$ cat src/rspd_pkg.sv
`timescale 1ns / 1ps

package rspd_pkg;

  localparam int BYTE_W           = 8;
  localparam int PKT_LEN          = 7;
  localparam int SUM_LEN          = PKT_LEN - 1;
  localparam int SUM_W            = BYTE_W + $clog2(SUM_LEN + 1);
  localparam int FILL_W           = $clog2(PKT_LEN);
  localparam int SWEEP_BIT        = 0;
  localparam int SAMPLE_COUNT_MAX = 1023;
  localparam int IDX_W            = 10;
  localparam int CNT_RAW_W        = $clog2(SAMPLE_COUNT_MAX + 1);
  localparam int CNT_W            = (CNT_RAW_W > IDX_W) ? CNT_RAW_W : IDX_W;
  localparam int FAIL_W           = 8;
  localparam int WORD_W           = 2 * BYTE_W;

  localparam logic [FILL_W-1:0] FILL_FULL = FILL_W'(SUM_LEN);
  localparam logic [CNT_W-1:0]  CNT_MAX   = CNT_W'(SAMPLE_COUNT_MAX);
  localparam logic [FAIL_W-1:0] FAIL_MAX  = {FAIL_W{1'b1}};
  localparam logic [BYTE_W:0]   SUM_MOD   = (BYTE_W + 1)'(255);

  typedef struct packed {
    logic pass;
    logic fail;
    logic start;
  } chk_evt_t;

  typedef struct packed {
    logic [IDX_W-1:0]  index;
    logic [IDX_W-1:0]  prev_total;
    logic [FAIL_W-1:0] fails;
  } sweep_info_t;

  // end-around fold: 256 is 1 modulo 255
  function automatic logic [BYTE_W-1:0] mod255(input logic [SUM_W-1:0] s);
    logic [BYTE_W:0] t;
    t = (BYTE_W + 1)'(s[SUM_W-1:BYTE_W]) + (BYTE_W + 1)'(s[BYTE_W-1:0]);
    if (t >= SUM_MOD) begin
      t = t - SUM_MOD;
    end
    return t[BYTE_W-1:0];
  endfunction

endpackage

$ cat src/rspd_sweep.sv
`timescale 1ns / 1ps

module rspd_sweep import rspd_pkg::*; (
  input  logic        clk,
  input  logic        rst_n,
  input  chk_evt_t    evt,
  output sweep_info_t info
);

  logic [CNT_W-1:0]  cnt_r;
  logic [CNT_W-1:0]  cnt_nxt;
  logic [CNT_W-1:0]  cnt_base;
  logic [FAIL_W-1:0] fail_r;
  logic [FAIL_W-1:0] fail_nxt;

  assign cnt_base = evt.start ? '0 : cnt_r;

  always_comb begin
    cnt_nxt  = cnt_r;
    fail_nxt = fail_r;
    if (evt.pass) begin
      cnt_nxt  = (cnt_base < CNT_MAX) ? cnt_base + CNT_W'(1) : cnt_base;
      fail_nxt = '0;
    end else if (evt.fail && fail_r != FAIL_MAX) begin
      fail_nxt = fail_r + FAIL_W'(1);
    end
  end

  always_ff @(posedge clk) begin
    if (!rst_n) begin
      cnt_r  <= '0;
      fail_r <= '0;
    end else begin
      cnt_r  <= cnt_nxt;
      fail_r <= fail_nxt;
    end
  end

  assign info.index      = cnt_base[IDX_W-1:0];
  assign info.prev_total = evt.start ? cnt_r[IDX_W-1:0] : '0;
  assign info.fails      = fail_r;

  a_start_restarts: assert property (@(posedge clk) disable iff (!rst_n)
    evt.pass && evt.start |=> cnt_r == CNT_W'(1))
    else $error("sweep start did not restart the sample count");

  a_fail_counts: assert property (@(posedge clk) disable iff (!rst_n)
    evt.fail && !evt.pass && fail_r != FAIL_MAX |=> fail_r == $past(fail_r) + FAIL_W'(1))
    else $error("checksum failure not counted");

  a_pass_clears: assert property (@(posedge clk) disable iff (!rst_n)
    evt.pass |=> fail_r == '0)
    else $error("failure count not cleared by emitted sample");

endmodule

$ cat config.mk
export PLATFORM = sky130hd
export DESIGN_NAME = rspd_sweep
export DESIGN_NICKNAME = d
export VERILOG_FILES = /design/src/rspd_pkg.sv /design/src/rspd_sweep.sv
export SDC_FILE = /design/constraint.sdc
export NUM_CORES = 1
export LEC_CHECK = 0
export ABC_CLOCK_PERIOD_IN_PS = 3850
export BUFFER_PORTS_ARGS = -buffer_cell sky130_fd_sc_hd__clkbuf_2
export CAP_MARGIN = 20
export CORE_ASPECT_RATIO = 1.2
export CORE_MARGIN = 5
export CORE_UTILIZATION = 50
export DETAILED_ROUTE_END_ITERATION = 10
export PLACE_DENSITY = 0.89
export SKIP_LAST_GASP = 1
export SLEW_MARGIN = 15
export SYNTH_ARGS = -nofsm -noshare
export SYNTH_HDL_FRONTEND = slang
export SYNTH_SLANG_ARGS = --single-unit
$ cat constraint.sdc
create_clock -name clk -period 3.85 [get_ports clk]
set_clock_uncertainty 0.15 [all_clocks]
set_input_delay 0.385 -clock clk [delete_from_list [all_inputs] [get_ports clk]]
set_output_delay 0.385 -clock clk [all_outputs]
set_load 0.1 [all_outputs]
# == Yosys cells after proc, flatten, opt, wreduce, memory -nomap -nowiden ==
# Index checks and enable logic that the tools add are counted.
# Widths: inputs -> output; s select.
# totals
regBits,18
output_inout_bits,28
# classes
add_sub_neg,2
magnitude_cmp,1
eq_ne,1
mux,3
bitwise_logic,1
reduce_logical,2
# ops
operator,count
$mux 10,3
$add 10x1->10 const B,1
$lt 10x10->1 const B,1
$add 8x1->8 const B,1
$ne 8x8->1 const B,1
$reduce_or 2->1,1
$logic_and 1x1->1,1
$not 1->1,1

# == Depth between registers and ports, before layout ==
# depth
depth_word,3
ltp_mapped,8
mapped_depth_nobuf,6

# == Worst setup path before layout ==
# OpenSTA, ideal clock, no wires.
# synth_timing
kind,input port to flip-flop
startpoint,input evt[0] (netlist bit)
endpoint,register cnt_r[3]
setup_time_ns,0.074
t_arrival_ns,3.341
required_time_ns,3.626
path_slack_ns,0.285
stages,8
cell_sequence,buf_2 > buf_1 > nor2b_1 > ha_1 > nand4b_4 > o31a_1 > nand4_1 > mux2i_1
# synth_lines
item,line_no,text
start: declaration,rspd_sweep.sv:6,"input chk_evt_t evt,"
end signal: assignment,rspd_sweep.sv:34,cnt_r <= cnt_nxt;
end: declaration,rspd_sweep.sv:10,logic [CNT_W-1:0] cnt_r;

# == Worst setup path in the final report ==
# layout_timing
startpoint,input evt[0] (netlist bit)
endpoint,register cnt_r[3]
# layout_via
elab_chain_len,3
word_cells_on_any_way,4
classes_between,add/sub: 1; order compare: 1; mux: 2
# layout_rtl
item,line_no,text
$mux 10 (*),rspd_sweep.sv:16,assign cnt_base = evt.start ? '0 : cnt_r;
$add 10x1->10 or $lt 10x10->1 (tied branches),rspd_sweep.sv:22,cnt_nxt = (cnt_base < CNT_MAX) ? cnt_base + CNT_W'(1) : cnt_base;
$mux 10 (*),rspd_sweep.sv:22,
# Mark *: on every way between the ends. The rest lies on a longest branch, timed or not.
# A chain may end at the register's enable or synchronous reset.

==> results.sh <==
export IMPL_setup_tns_ps=0
export IMPL_synth_edf_count=0
export IMPL_synthFlopType="dfxtp_1"
export IMPL_cp_arrival_ps=2170
export IMPL_design_core_area_um2=2090
export IMPL_cp_num_buf_inv=1
export IMPL_via_count=1127
export IMPL_port_buffers=32
export IMPL_root_buffer="clkbuf_4"
export IMPL_syn_inst=138
export IMPL_ys_seq_area_share_pct=32.7
export IMPL_gp_congestion=0.831
export IMPL_finalCritPeriodShare_pct=53.8
export IMPL_gr_total_overflow=0
export IMPL_drv_slew=0
export IMPL_cts_hold_buf=0
export IMPL_syn_area_um2=1100
export IMPL_grt_max_degree=32
export IMPL_nets=176
export IMPL_setup_viol=0
export IMPL_num_rows=18
export IMPL_wire_per_inst_um=13.6
export IMPL_die_w_um=52.9
export IMPL_clk_pin_slew_worst_paths_ps=110
export IMPL_grt_pass1_vias=1056
export IMPL_clkLatencyLatePin_ps=300
export IMPL_die_area_um2=3250
export IMPL_viasPerCell=5.69
export IMPL_critPathTopFamily="simple AND/OR/NAND/NOR gates"
export IMPL_cts_tree="built"
export IMPL_yosysWarningCount=0
export IMPL_post_cts_resized=0
export IMPL_layout_drive_gt1_share_pct=23.8
export IMPL_hp_class="in2reg"
export IMPL_numCtsBuffers=3
export IMPL_synthesis_nets=145
export IMPL_antenna_found_initial=0
export IMPL_p_leak_nw=0.577
export IMPL_hold_worst_slack_ps=281
export IMPL_syn_area_per_cell_um2=7.99
export IMPL_irDropWorstVdd_uv=256
export IMPL_drtPass1Iterations=4
export IMPL_critPathKind="in2reg"
export IMPL_grt_util_all_layers_pct=18.4
export IMPL_tightestPinTransition_ps=550
export IMPL_drt_initial_drc_count=48
export IMPL_syn_to_final_growth_pct=19.0
export IMPL_max_freq_mhz=483
export IMPL_io_pins=33
export IMPL_postRouteAntennaNets=0
export IMPL_total_power_uw=371
export IMPL_final_hold_viol_count=0
export IMPL_dp_hpwl_mm=2.03
export IMPL_async_flop_share_pct=0
export IMPL_h_tree_depth=1
export IMPL_dieHeight_um=61.4
export IMPL_grt_pass1_wl_mm=4.49
export IMPL_critPathRequiredTime_ps=3940
export IMPL_ys_ff_latch=18
export IMPL_status="finished, final reports clean"
export IMPL_cap_violations=0
export IMPL_clock_sinks=18
export IMPL_cts_setup_buffers=0
export IMPL_crit_chain="clkbuf_2 -> nor2b_1 -> ha_1 -> nand4b_4 -> o31a_1 -> nand4_1 -> mux2i_1"
export IMPL_worstSetupEndpointType="flip-flop"
export IMPL_fin_crit_ps=2070
export IMPL_max_stage_delay_ps=410
export IMPL_initial_core_util_pct=52.6
export IMPL_placed_cells=194
export IMPL_rsz0062_at_grt="no"
export IMPL_num_antenna_cells=0
export IMPL_drc=0
export IMPL_cp_slowest_cell="o31a_1"
export IMPL_synth_cell_types=40
export IMPL_fillers=195
export IMPL_critPathLaunchType="input pin"
export IMPL_power_density_nw_per_um2=283
export IMPL_finalNonFillerCells=198
export IMPL_wl_mm=2.70
export IMPL_path_max_fanout=31
export IMPL_max_slew_margin_pct=63.5
export IMPL_cts_buffer_depth=2
## final cells by class
cell class	instances	area [um2]	area share [%]
clock buffer	4	36.3	2.77
inverter	3	11.3	0.859
multi-input combinational	111	706	53.8
sequential	18	360	27.5
tap	30	37.5	2.86
timing repair buffer	32	160	12.2
## per-stage QoR
step	setup slack, ps	instance area, um2	utilization (%)
final	1780	1310	62.6
after detailed placement	1500	1270	60.9
after global routing	1620	1310	62.6
after CTS	1800	1310	62.6
after floorplan	285	1100	-
after global placement	1610	1270	60.9
## worst reg2reg max path, cell delays in order, from the launching register on
cell,delay [ps]
dfxtp_1,410
nor2b_1,250
ha_1,280
nand4b_4,160
o31a_1,410
nand4_1,140
mux2i_1,180
## Yosys cell counts (2+ instances only)
| library cell | n | share of area (%) |
|---|---|---|
| o21a_1 | 2 | 1.4 |
| and2_1 | 11 | 6.2 |
| ha_1 | 2 | 2.3 |
| nor3_1 | 6 | 2.7 |
| a21oi_1 | 7 | 3.2 |
| nor4_1 | 3 | 1.7 |
| nand2_1 | 17 | 5.8 |
| nor2_1 | 8 | 2.7 |
| xnor2_1 | 2 | 1.6 |
| o21ai_0 | 3 | 1.4 |
| clkbuf_1 | 3 | 1.0 |
| nand2b_1 | 2 | 1.1 |
| dfxtp_1 | 18 | 33 |
| nor2b_1 | 10 | 5.7 |
| mux2i_1 | 4 | 3.6 |
| nand3_1 | 8 | 3.6 |
| a211oi_1 | 4 | 2.7 |
| a41oi_1 | 2 | 1.6 |
| inv_1 | 3 | 1.0 |
| buf_2 | 2 | 0.91 |
| a31o_2 | 2 | 1.6 |
## routing by layer
metal / up-vias / track usage, % / part of all wire, %
li1: 560 / - / -
met1: 514 / 21.2 / 41
met2: 47 / 32.4 / 50
met3: 6 / 3.39 / 6.9
met4: 0 / 9.49 / 1.7
met5: - / 0 / 0
## kinds of logic (layout without fill, tap and decap cells)
| group | count (synthesis) | after routing | share of synthesized area, % |
|---|---|---|---|
| and+or+nand+nor | 74 | 74 | 37.7 |
| AOI/OAI and AO/OA | 28 | 28 | 18.0 |
| DFF | 18 | 18 | 32.7 |
| buffers and inverters | 9 | 39 | 3.29 |
| muxes | 4 | 4 | 3.63 |
| xor gates and xnor gates | 3 | 3 | 2.38 |
| adders and majority gates | 2 | 2 | 2.27 |
## registers in the layout (all words and copies together) (netlist names)
| register | cells |
|---|---|
| cnt_r | 10 |
| fail_r | 8 |
## power breakdown
part | total, mW | internal [mW] | switching [mW]
registers | 0.193 | 0.189 | 0.00406
clock network | 0.122 | 0.0578 | 0.0639
logic | 0.0560 | 0.0119 | 0.0441
## path summary, 6_finish.rpt
kind | cells past startpoint | startpoint | slack [ps] | to
setup / recovery | 7 | evt[0] | 1780 | cnt_r[3]
hold / removal | 2 | rst_n | 280 | cnt_r[8]
setup reg to reg | 6 | cnt_r[0] | 1810 | cnt_r[3]
hold reg to reg | 2 | fail_r[7] | 380 | fail_r[7]
## layout by cell type (no fill, tap or decap), drive strengths merged, types with 3 or more instances in the layout
cell,netlist,routed
a211oi,4,4
nand3,8,8
nor2b,10,10
mux2i,4,4
dfxtp,18,18
nor3,7,7
nor4,3,3
nor2,8,8
nand2,17,17
clkbuf,3,36
o21ai,3,3
inv,3,3
a21oi,7,7
and2,11,11
Power figures use the tool's default switching activity.
