### src/rspd_pkg.sv
`timescale 1ns / 1ps

package rspd_pkg;

  localparam int BYTE_W           = 8;
  localparam int PKT_LEN          = 7;
  localparam int SUM_LEN          = PKT_LEN - 1;
  localparam int SUM_W            = BYTE_W + $clog2(SUM_LEN + 1);
  localparam int FILL_W           = $clog2(PKT_LEN);
  localparam int SWEEP_BIT        = 0;
  localparam int SAMPLE_COUNT_MAX = 1023;
  localparam int IDX_W            = 10;
  localparam int CNT_RAW_W        = $clog2(SAMPLE_COUNT_MAX + 1);
  localparam int CNT_W            = (CNT_RAW_W > IDX_W) ? CNT_RAW_W : IDX_W;
  localparam int FAIL_W           = 8;
  localparam int WORD_W           = 2 * BYTE_W;

  localparam logic [FILL_W-1:0] FILL_FULL = FILL_W'(SUM_LEN);
  localparam logic [CNT_W-1:0]  CNT_MAX   = CNT_W'(SAMPLE_COUNT_MAX);
  localparam logic [FAIL_W-1:0] FAIL_MAX  = {FAIL_W{1'b1}};
  localparam logic [BYTE_W:0]   SUM_MOD   = (BYTE_W + 1)'(255);

  typedef struct packed {
    logic pass;
    logic fail;
    logic start;
  } chk_evt_t;

  typedef struct packed {
    logic [IDX_W-1:0]  index;
    logic [IDX_W-1:0]  prev_total;
    logic [FAIL_W-1:0] fails;
  } sweep_info_t;

  // end-around fold: 256 is 1 modulo 255
  function automatic logic [BYTE_W-1:0] mod255(input logic [SUM_W-1:0] s);
    logic [BYTE_W:0] t;
    t = (BYTE_W + 1)'(s[SUM_W-1:BYTE_W]) + (BYTE_W + 1)'(s[BYTE_W-1:0]);
    if (t >= SUM_MOD) begin
      t = t - SUM_MOD;
    end
    return t[BYTE_W-1:0];
  endfunction

endpackage

### src/rspd_cell.sv
`timescale 1ns / 1ps

module rspd_cell import rspd_pkg::*; (
  input  logic              clk,
  input  logic              shift_en,
  input  logic [BYTE_W-1:0] byte_in,
  output logic [BYTE_W-1:0] byte_out,
  input  logic [SUM_W-1:0]  sum_in,
  output logic [SUM_W-1:0]  sum_out
);

  logic [BYTE_W-1:0] byte_r;

  always_ff @(posedge clk) begin
    if (shift_en) begin
      byte_r <= byte_in;
    end
  end

  assign byte_out = byte_r;
  assign sum_out  = sum_in + SUM_W'(byte_r);

endmodule

### config.mk
export PLATFORM = sky130hd
export DESIGN_NAME = rspd_cell
export DESIGN_NICKNAME = d
export VERILOG_FILES = /design/src/rspd_pkg.sv /design/src/rspd_cell.sv
export SDC_FILE = /design/constraint.sdc
export NUM_CORES = 1
export LEC_CHECK = 0
export BUFFER_PORTS_ARGS = -buffer_cell sky130_fd_sc_hd__buf_2
export CORE_UTILIZATION = 43
export CTS_CLUSTER_DIAMETER = 80
export CTS_CLUSTER_SIZE = 20
export DETAILED_ROUTE_END_ITERATION = 7
export PLACE_DENSITY = 0.81
export SLEW_MARGIN = 20
export SYNTH_ARGS = -nofsm -noshare
export SYNTH_HDL_FRONTEND = slang
export SYNTH_SLANG_ARGS = --single-unit
export TNS_END_PERCENT = 10
### constraint.sdc
create_clock -name clk -period 2.6 [get_ports clk]
set_clock_uncertainty 0.15 [all_clocks]
set_input_delay 0.52 -clock clk [delete_from_list [all_inputs] [get_ports clk]]
set_output_delay 0.52 -clock clk [all_outputs]
set_load 0.01 [all_outputs]
# After elaboration in Yosys (flattened, before gate mapping)
# Index checks and enable logic that the tools add are counted.
dict set report word_totals {
  mem_bits_ro 0
  ff_bits 8
  in_bits 21
  wordCells 2
  out_inout_bits 19
  ramBits 0
  n_memories 0
  latch_bits 0
}
dict set report op_classes {
  mul 0
  shifts 0
  n_eq_ne 0
  n_addsub 1
  bitwise_logic 0
  n_mux 0
  n_lt_le_gt_ge 0
  reduce_logical 0
  n_div 0
}
# operator count
set ops {}
lappend ops {{11-bit by 8-bit adder with 11-bit output} 1}

# Logic depth before layout (Yosys ltp)
# Gate-level depths: netlist (run 1).
dict set report depth {
  depth_word 1
  ltp_mapped 7
}

# Worst setup path after synthesis (run 1)
# No wires, ideal clock.
dict set report synth_timing {
  path_type {input port to output port}
  from {in sum_in[0]}
  to {out sum_out[10]}
  path_stages 7
  t_arrival_ps 1737
  path_slack_ps 193
  n_path_buf 0
  cell_sequence {ha_1 > inv_1 > fa_1 > nor2b_4 > o31a_1 > o21ai_2 > o221ai_1}
}
dict set report synth_via {
  elab_chain_len 1
}
# element line_no
set synth_rtl {}
lappend synth_rtl {{start, declared} rspd_cell.sv:8} ;# input logic [SUM_W-1:0] sum_in,
lappend synth_rtl {{11-bit by 8-bit adder with 11-bit output} rspd_cell.sv:21} ;# assign sum_out = sum_in + SUM_W'(byte_r);
lappend synth_rtl {{end, declared} rspd_cell.sv:9} ;# output logic [SUM_W-1:0] sum_out
# Every way passes these cells.

# Worst setup path after layout (run 1)
dict set report layout_timing {
  from {reg byte_r[1], in the netlist byte_out[1]}
  to {out sum_out[7]}
}
dict set report layout_via {
  elab_chain_len 1
}
# element line_no
set layout_rtl {}
lappend layout_rtl {{start, declared} rspd_cell.sv:12} ;# logic [BYTE_W-1:0] byte_r;
lappend layout_rtl {{start signal, assigned} rspd_cell.sv:16} ;# byte_r <= byte_in;
lappend layout_rtl {{11-bit by 8-bit adder with 11-bit output} rspd_cell.sv:21}
# Every way passes these cells.

==> out/results.ini, run 1 <==
[power_and_ir_drop]
comb_power_share_pct = 47.6
power.ir.vdd_worst_uv = 371.5
internal-power_uw = 313.4
leakage_uw = 0.0004543
switching_power_uw = 167.0
p_sw_share_pct = 34.77
clock_power_share_pct = 19.0
p_seq_share_pct = 33.4
power_density_mw_per_mm2 = 488.5

[critical_path]
critPathRequiredTime_ns = 1.93
crit_fanout = 3
worstPathArrival_ns = 1.90
critPathLaunchType = flop
path_class = flop to output port
endpoint_kind = output port

[routing]
viasPerCell = 5.321
firstDrtPassIters = 4
dr_total_vias = 697
drt-total-wl_um = 1563
drc_errors = 0
drt-initial-drc-count = 9
wl_per_cell_um = 11.93
antenna_left = 0

[placed_design]
portBuffers = 39
place_hpwl_um = 1191
gp_congestion = 0.7858
dp.cells = 127

[cts]
root_buffer = clkbuf_4
cts_sinks = 8
htreeDepth = 1
clock_path_buffers = 2
cts_buffers = 3
clkTransAtPathRegs_ns = 0.05
cts_tree = yes

[yosys]
synth.cell_area_um2 = 710.7
synth_seq_cells = 8
synth_area_leaders = edfxtp_1 (34%), ha_1 (14%), a21oi_1 (4.9%)
yosys_warnings = 0
ys_seq_area_share_pct = 33.80
synth_top_cell_area_share_pct = 33.80
avgSynthCellArea_um2 = 10.01
synth_async_sr_flop_share_pct = 0
post-synth-top-area-cell = edfxtp_1
synth_edf_count = 8
synth_ff_type = edfxtp_1
synth_fp_nets = 101
synth_cell_types = 27
syn_inst = 71

[global_route]
track_usage_pct = 16.76
antenna_found_initial = 0
overflow = 0
grt_pass1_vias = 584
grt_max_degree = 9
grt_pass1_wl_um = 2187

[floorplanning]
rows = 14
ios = 40
initial_utilization_pct = 46.63
die_h_um = 42.66
die_area_mm2 = 0.001819
core_mm2 = 0.001524
die_x_um = 42.66

[cells_and_area]
antennaDiodeCount = 0
area_growth_pct = 38.38
post_layout_nonfiller_instances = 131
drive_gt1_share_pct = 47.83
multi_input_area_um2 = 467.9
num-nets-final = 147
fillers = 124
regArea_um2 = 240.2
post-route-util_pct = 64.53
largest_reg_flops = 8

[flow_run]
max_cap_violations = 0

[timing]
slew_headroom_pct = 82.33
tightest_slew_ns = 0.2631
drv_slew = 0
report.final.hold_viol_count = 0
grt_setup_unrepaired = yes
setup_viol = 0
fmax_mhz = 389.3
period_needed_ns = 2.569
finalCritPeriodShare_pct = 98.80

[min_path]
holdCritPathClass = input port to flop
hp-start = byte_in[7]
min_to = byte_out[7]
holdPathStages = 1

[outcome]
status = finished, final reports clean

placed cells by master (no fill, tap or decap), drive strengths merged:
| cell type | count |
|---|---|
| a21boi | 1 |
| a21oi | 8 |
| a31oi | 1 |
| and3 | 1 |
| buf | 41 |
| clkbuf | 3 |
| edfxtp | 8 |
| fa | 1 |
| ha | 8 |
| inv | 6 |
| nand2 | 4 |
| nand3 | 3 |
| nand3b | 4 |
| nand4b | 1 |
| nor2 | 4 |
| nor2b | 3 |
| nor3 | 2 |
| o2111ai | 3 |
| o21a | 1 |
| o21ai | 3 |
| o221ai | 1 |
| o31a | 1 |
| or2b | 1 |
| xnor2 | 4 |
| xor2 | 2 |
what timing repair did:
| action | in CTS | in global routing |
|---|---|---|
| endpoints found under the setup margin | 4 | 5 |
| gates resized for setup | 1 | 6 |
| setup buffers | 0 | 1 |
| pin swaps | 1 | 3 |
| hold buffers | 0 | 0 |
power by group through the flow:
stage / sequential (uW) / clock (uW) / combinational, uW
3_5_place_dp: 162 / 0 / 219
3_3_place_gp: 162 / 0 / 215
6_report: 160 / 91.5 / 229
4_1_cts: 160 / 96.5 / 220
5_1_grt: 161 / 96.7 / 249
2_1_floorplan: 167 / 0 / 134
cells by family (layout without fill, tap and decap cells):
logic type               Yosys count  count (layout)  share of synthesized area [%]
XOR/XNOR                           6               6                          7.394
flip-flops                         8               8                          33.80
buffers and inverters              6              50                          3.169
adder cells (fa/ha/maj)            9               9                          16.90
AO/OA/AOI/OAI                     19              19                          19.90
AND/OR/NAND/NOR                   23              23                          18.84
per-stage QoR:
step | cell area [um^2] | setup TNS (ns) | power (uW) | setup slack, ns | hold WS (ns)
4_1_cts | 958.4 | -0.04530 | 476.7 | -0.04530 | 0.2802
3_5_place_dp | 933.4 | 0 | 381.0 | 0.005760 | 0.5481
3_3_place_gp | 933.4 | 0 | 376.6 | 0.02756 | 0.5468
5_1_grt | 983.4 | -0.1850 | 506.9 | -0.06857 | 0.2848
6_report | 983.4 | 0 | 480.4 | 0.03115 | 0.2909
2_1_floorplan | 710.7 | 0 | 300.7 | 0.1928 | 0.4689
worst max path at each step:
stage | end | depth (start not counted) | start | slack (ns)
after floorplan | sum_out[10] | 7 | sum_in[0] | 0.19
after global placement | sum_out[10] | 9 | sum_in[0] | 0.03
after detailed placement | sum_out[6] | 9 | sum_in[0] | 0.006
after CTS | sum_out[7] | 6 | byte_out[1] | -0.05
after global routing | sum_out[7] | 6 | byte_out[1] | -0.07
final | sum_out[7] | 6 | byte_out[1] | 0.03
cell type report:
class / instances / share of cell area, %
multi-input cells: 57 / 47.58
flip-flops and latches: 8 / 24.43
well taps: 16 / 2.036
inverters: 6 / 2.290
repair buffers: 41 / 21.37
clock buffers: 3 / 2.290
synth_stat cells (all sizes together), types with 2 or more instances:
library cell and number:
nand3 3, o21ai 3, nand2 4, o2111ai 3, xor2 2, nor3 2
inv 6, nor2 4, ha 8, nor2b 3, a21oi 8, nand3b 4
xnor2 4, edfxtp 8
metal layers:
layer	share of wire, %	wire [um]	global-route usage (%)	up-vias
met5	0	0	0	-
met4	3.9	61	16.88	0
met3	4.7	74	3.404	6
met2	48	748	24.85	24
met1	43	678	19.35	310
li1	-	-	-	357
worst max-delay path, stage by stage, from the launching register on:
cell and delay, ns:
edfxtp_1 0.42, ha_1 0.35, a21oi_2 0.24, o2111ai_1 0.19, a21oi_1 0.19, xnor2_1 0.13, buf_2 0.14
Power figures use the tool's default switching activity.
==> run 2, diff against run 1 <==
==> constraint.sdc (replaced) <==
create_clock -name clk -period 2.6 [get_ports clk]
set_clock_uncertainty 0.15 [all_clocks]
set_input_delay 0.26 -clock clk [delete_from_list [all_inputs] [get_ports clk]]
set_output_delay 0.26 -clock clk [all_outputs]
set_load 0.01 [all_outputs]
==> out/results.ini, run 2 (same netlist as run 1, synthesis figures left out) <==
[outcome]
status = finished, final reports clean  ; unchanged

[floorplanning]
core_mm2 = 0.001524  ; unchanged
ios = 40  ; unchanged
die_area_mm2 = 0.001819  ; unchanged
rows = 14  ; unchanged
die_x_um = 42.66  ; unchanged
initial_utilization_pct = 46.63  ; unchanged
die_h_um = 42.66  ; unchanged

[global_route]
grt_max_degree = 9  ; unchanged
overflow = 0  ; unchanged
grt_pass1_wl_um = 2270  ; was 2187 um
antenna_found_initial = 0  ; unchanged
grt_pass1_vias = 585  ; was 584
track_usage_pct = 16.53  ; was 16.76%

[cts]
htreeDepth = 1  ; unchanged
cts_tree = yes  ; unchanged
cts_buffers = 3  ; unchanged
ctsHoldBuffers = 0  ; unchanged
cts-resized-gates = 0  ; was 1
root_buffer = clkbuf_4  ; unchanged
clock_path_buffers = 2  ; unchanged
cts_sinks = 8  ; unchanged
clkTransAtPathRegs_ns = 0.05  ; about the same
cts_setup_buffers = 0  ; unchanged

[cells_and_area]
largest_reg_flops = 8  ; unchanged
antennaDiodeCount = 0  ; unchanged
final_cell_mix = buf_2 (39), ha_1 (8), edfxtp_1 (8)  ; was buf_2 (39), edfxtp_1 (8), a21oi_1 (6)
regArea_um2 = 240.2  ; unchanged
multi_input_area_um2 = 447.9  ; was 467.9 um^2
area_growth_pct = 33.45  ; was 38.38%
final_common_cell = buf_2  ; unchanged
num-nets-final = 145  ; was 147
fillers = 130  ; was 124
post-route-util_pct = 62.23  ; was 64.53%
drive_gt1_share_pct = 40.71  ; was 47.83%

[timing]
grt_setup_unrepaired = no  ; was yes
drv_slew = 0  ; unchanged
fmax_mhz = 416.4  ; was 389.3 MHz
tns_ns = 0  ; unchanged
setup_viol = 0  ; unchanged
layout_setup_ws_ns = 0.1986  ; was 0.03115 ns
period_needed_ns = 2.401  ; was 2.569 ns
report.final.hold_viol_count = 0  ; unchanged
tightest_slew_ns = 0.3036  ; was 0.2631 ns
fin_hold_ws_ns = 0.03303  ; was 0.2909 ns
finalCritPeriodShare_pct = 92.36  ; was 98.80%
slew_headroom_pct = 79.76  ; was 82.33%

[routing]
drt-initial-drc-count = 9  ; unchanged
drc_errors = 0  ; unchanged
viasPerCell = 5.333  ; was 5.321
firstDrtPassIters = 4  ; unchanged
drt-total-wl_um = 1470  ; was 1563 um
dr_total_vias = 688  ; was 697
wl_per_cell_um = 11.40  ; was 11.93 um
antenna_left = 0  ; unchanged

[placed_design]
pre_cts_ws_ns = 0.4868  ; was 0.005760 ns
portBuffers = 39  ; unchanged
place_hpwl_um = 1283  ; was 1191 um
gp_congestion = 0.7907  ; was 0.7858

[min_path]
hp-start = byte_in[5]  ; was byte_in[7]
holdCritPathClass = input port to flop  ; unchanged

[critical_path]
endpoint_kind = output port  ; unchanged
path_class = flop to output port  ; unchanged
critPathLaunchType = flop  ; unchanged
critical_path_buf_inv_count = 2  ; was 1
slowest_delay_ns = 0.44  ; was 0.42 ns
crit_chain = ha_1 > inv_1 > fa_1 > nor2b_4 > o31a_1 > o21ai_2 > o221ai_1 > buf_2  ; was ha_1 > a21oi_2 > o2111ai_1 > a21oi_1 > xnor2_1 > buf_2
critPathRequiredTime_ns = 2.19  ; was 1.93 ns
critical_path.top_delay_family = adder cells  ; was compound AO/OA/AOI/OAI gates
worstPathArrival_ns = 1.99  ; was 1.90 ns
crit_fanout = 3  ; unchanged
startpoint = byte_out[0]  ; was byte_out[1]
cpMaxStageDelayCell = fa_1  ; was edfxtp_1

[flow_run]
max_cap_violations = 0  ; unchanged

[power_and_ir_drop]
leakage_uw = 0.0004494  ; was 0.0004543 uW
power_density_mw_per_mm2 = 492.9  ; was 488.5 mW/mm^2
power_uw = 467.5  ; was 480.4 uW
power.ir.vdd_worst_uv = 350.2  ; was 371.5 uV

[run 2: cell types whose count changed in the layout (fill, tap and decap cells not counted)]
cell | previous run | this run
a21oi_2 | 1 | 0
fa_2 | 1 | 0
o2111ai_2 | 2 | 1
o2111ai_1 | 1 | 2
buf_4 | 2 | 0
inv_1 | 5 | 6
ha_2 | 3 | 0
inv_2 | 1 | 0
fa_1 | 0 | 1
a21oi_1 | 6 | 7
ha_1 | 5 | 8
[run 2: metal layers]
layer	vias to the layer above	track usage, %	part of all wire (%)
met2	22	28.18	51
li1	356	-	-
met3	2	3.404	4.6
met4	0	10.63	1.4
met1	308	18.38	43
met5	-	0	0
[run 2: final timing paths]
check     endpoint  cells after the start  slack (ns)
max    sum_out[10]                      8        0.20
min    byte_out[5]                      1        0.03
[run 2: cell type report]
cell class,instances,share of cell area [%]
inverter,6,2.375
clock buffer,3,2.375
timing repair buffer,39,20.58
multi-input combinational,57,47.23
sequential,8,25.33
tap,16,2.111
[run 2: power by group]
part | leakage [uW] | internal [uW] | switching, uW | total (uW)
sequential | 0.0000783 | 154 | 5.77 | 160
combinational | 0.000357 | 99.7 | 118 | 217
clock | 0.0000138 | 52.5 | 37.6 | 90.1
[run 2: through the flow]
| stage | cells | cell area (um^2) |
|---|---|---|
| after global placement | 126 | 925.9 |
| after CTS | 129 | 948.4 |
| final | 129 | 948.4 |
| after floorplan | 71 | 710.7 |
| after detailed placement | 126 | 925.9 |
| after global routing | 129 | 948.4 |
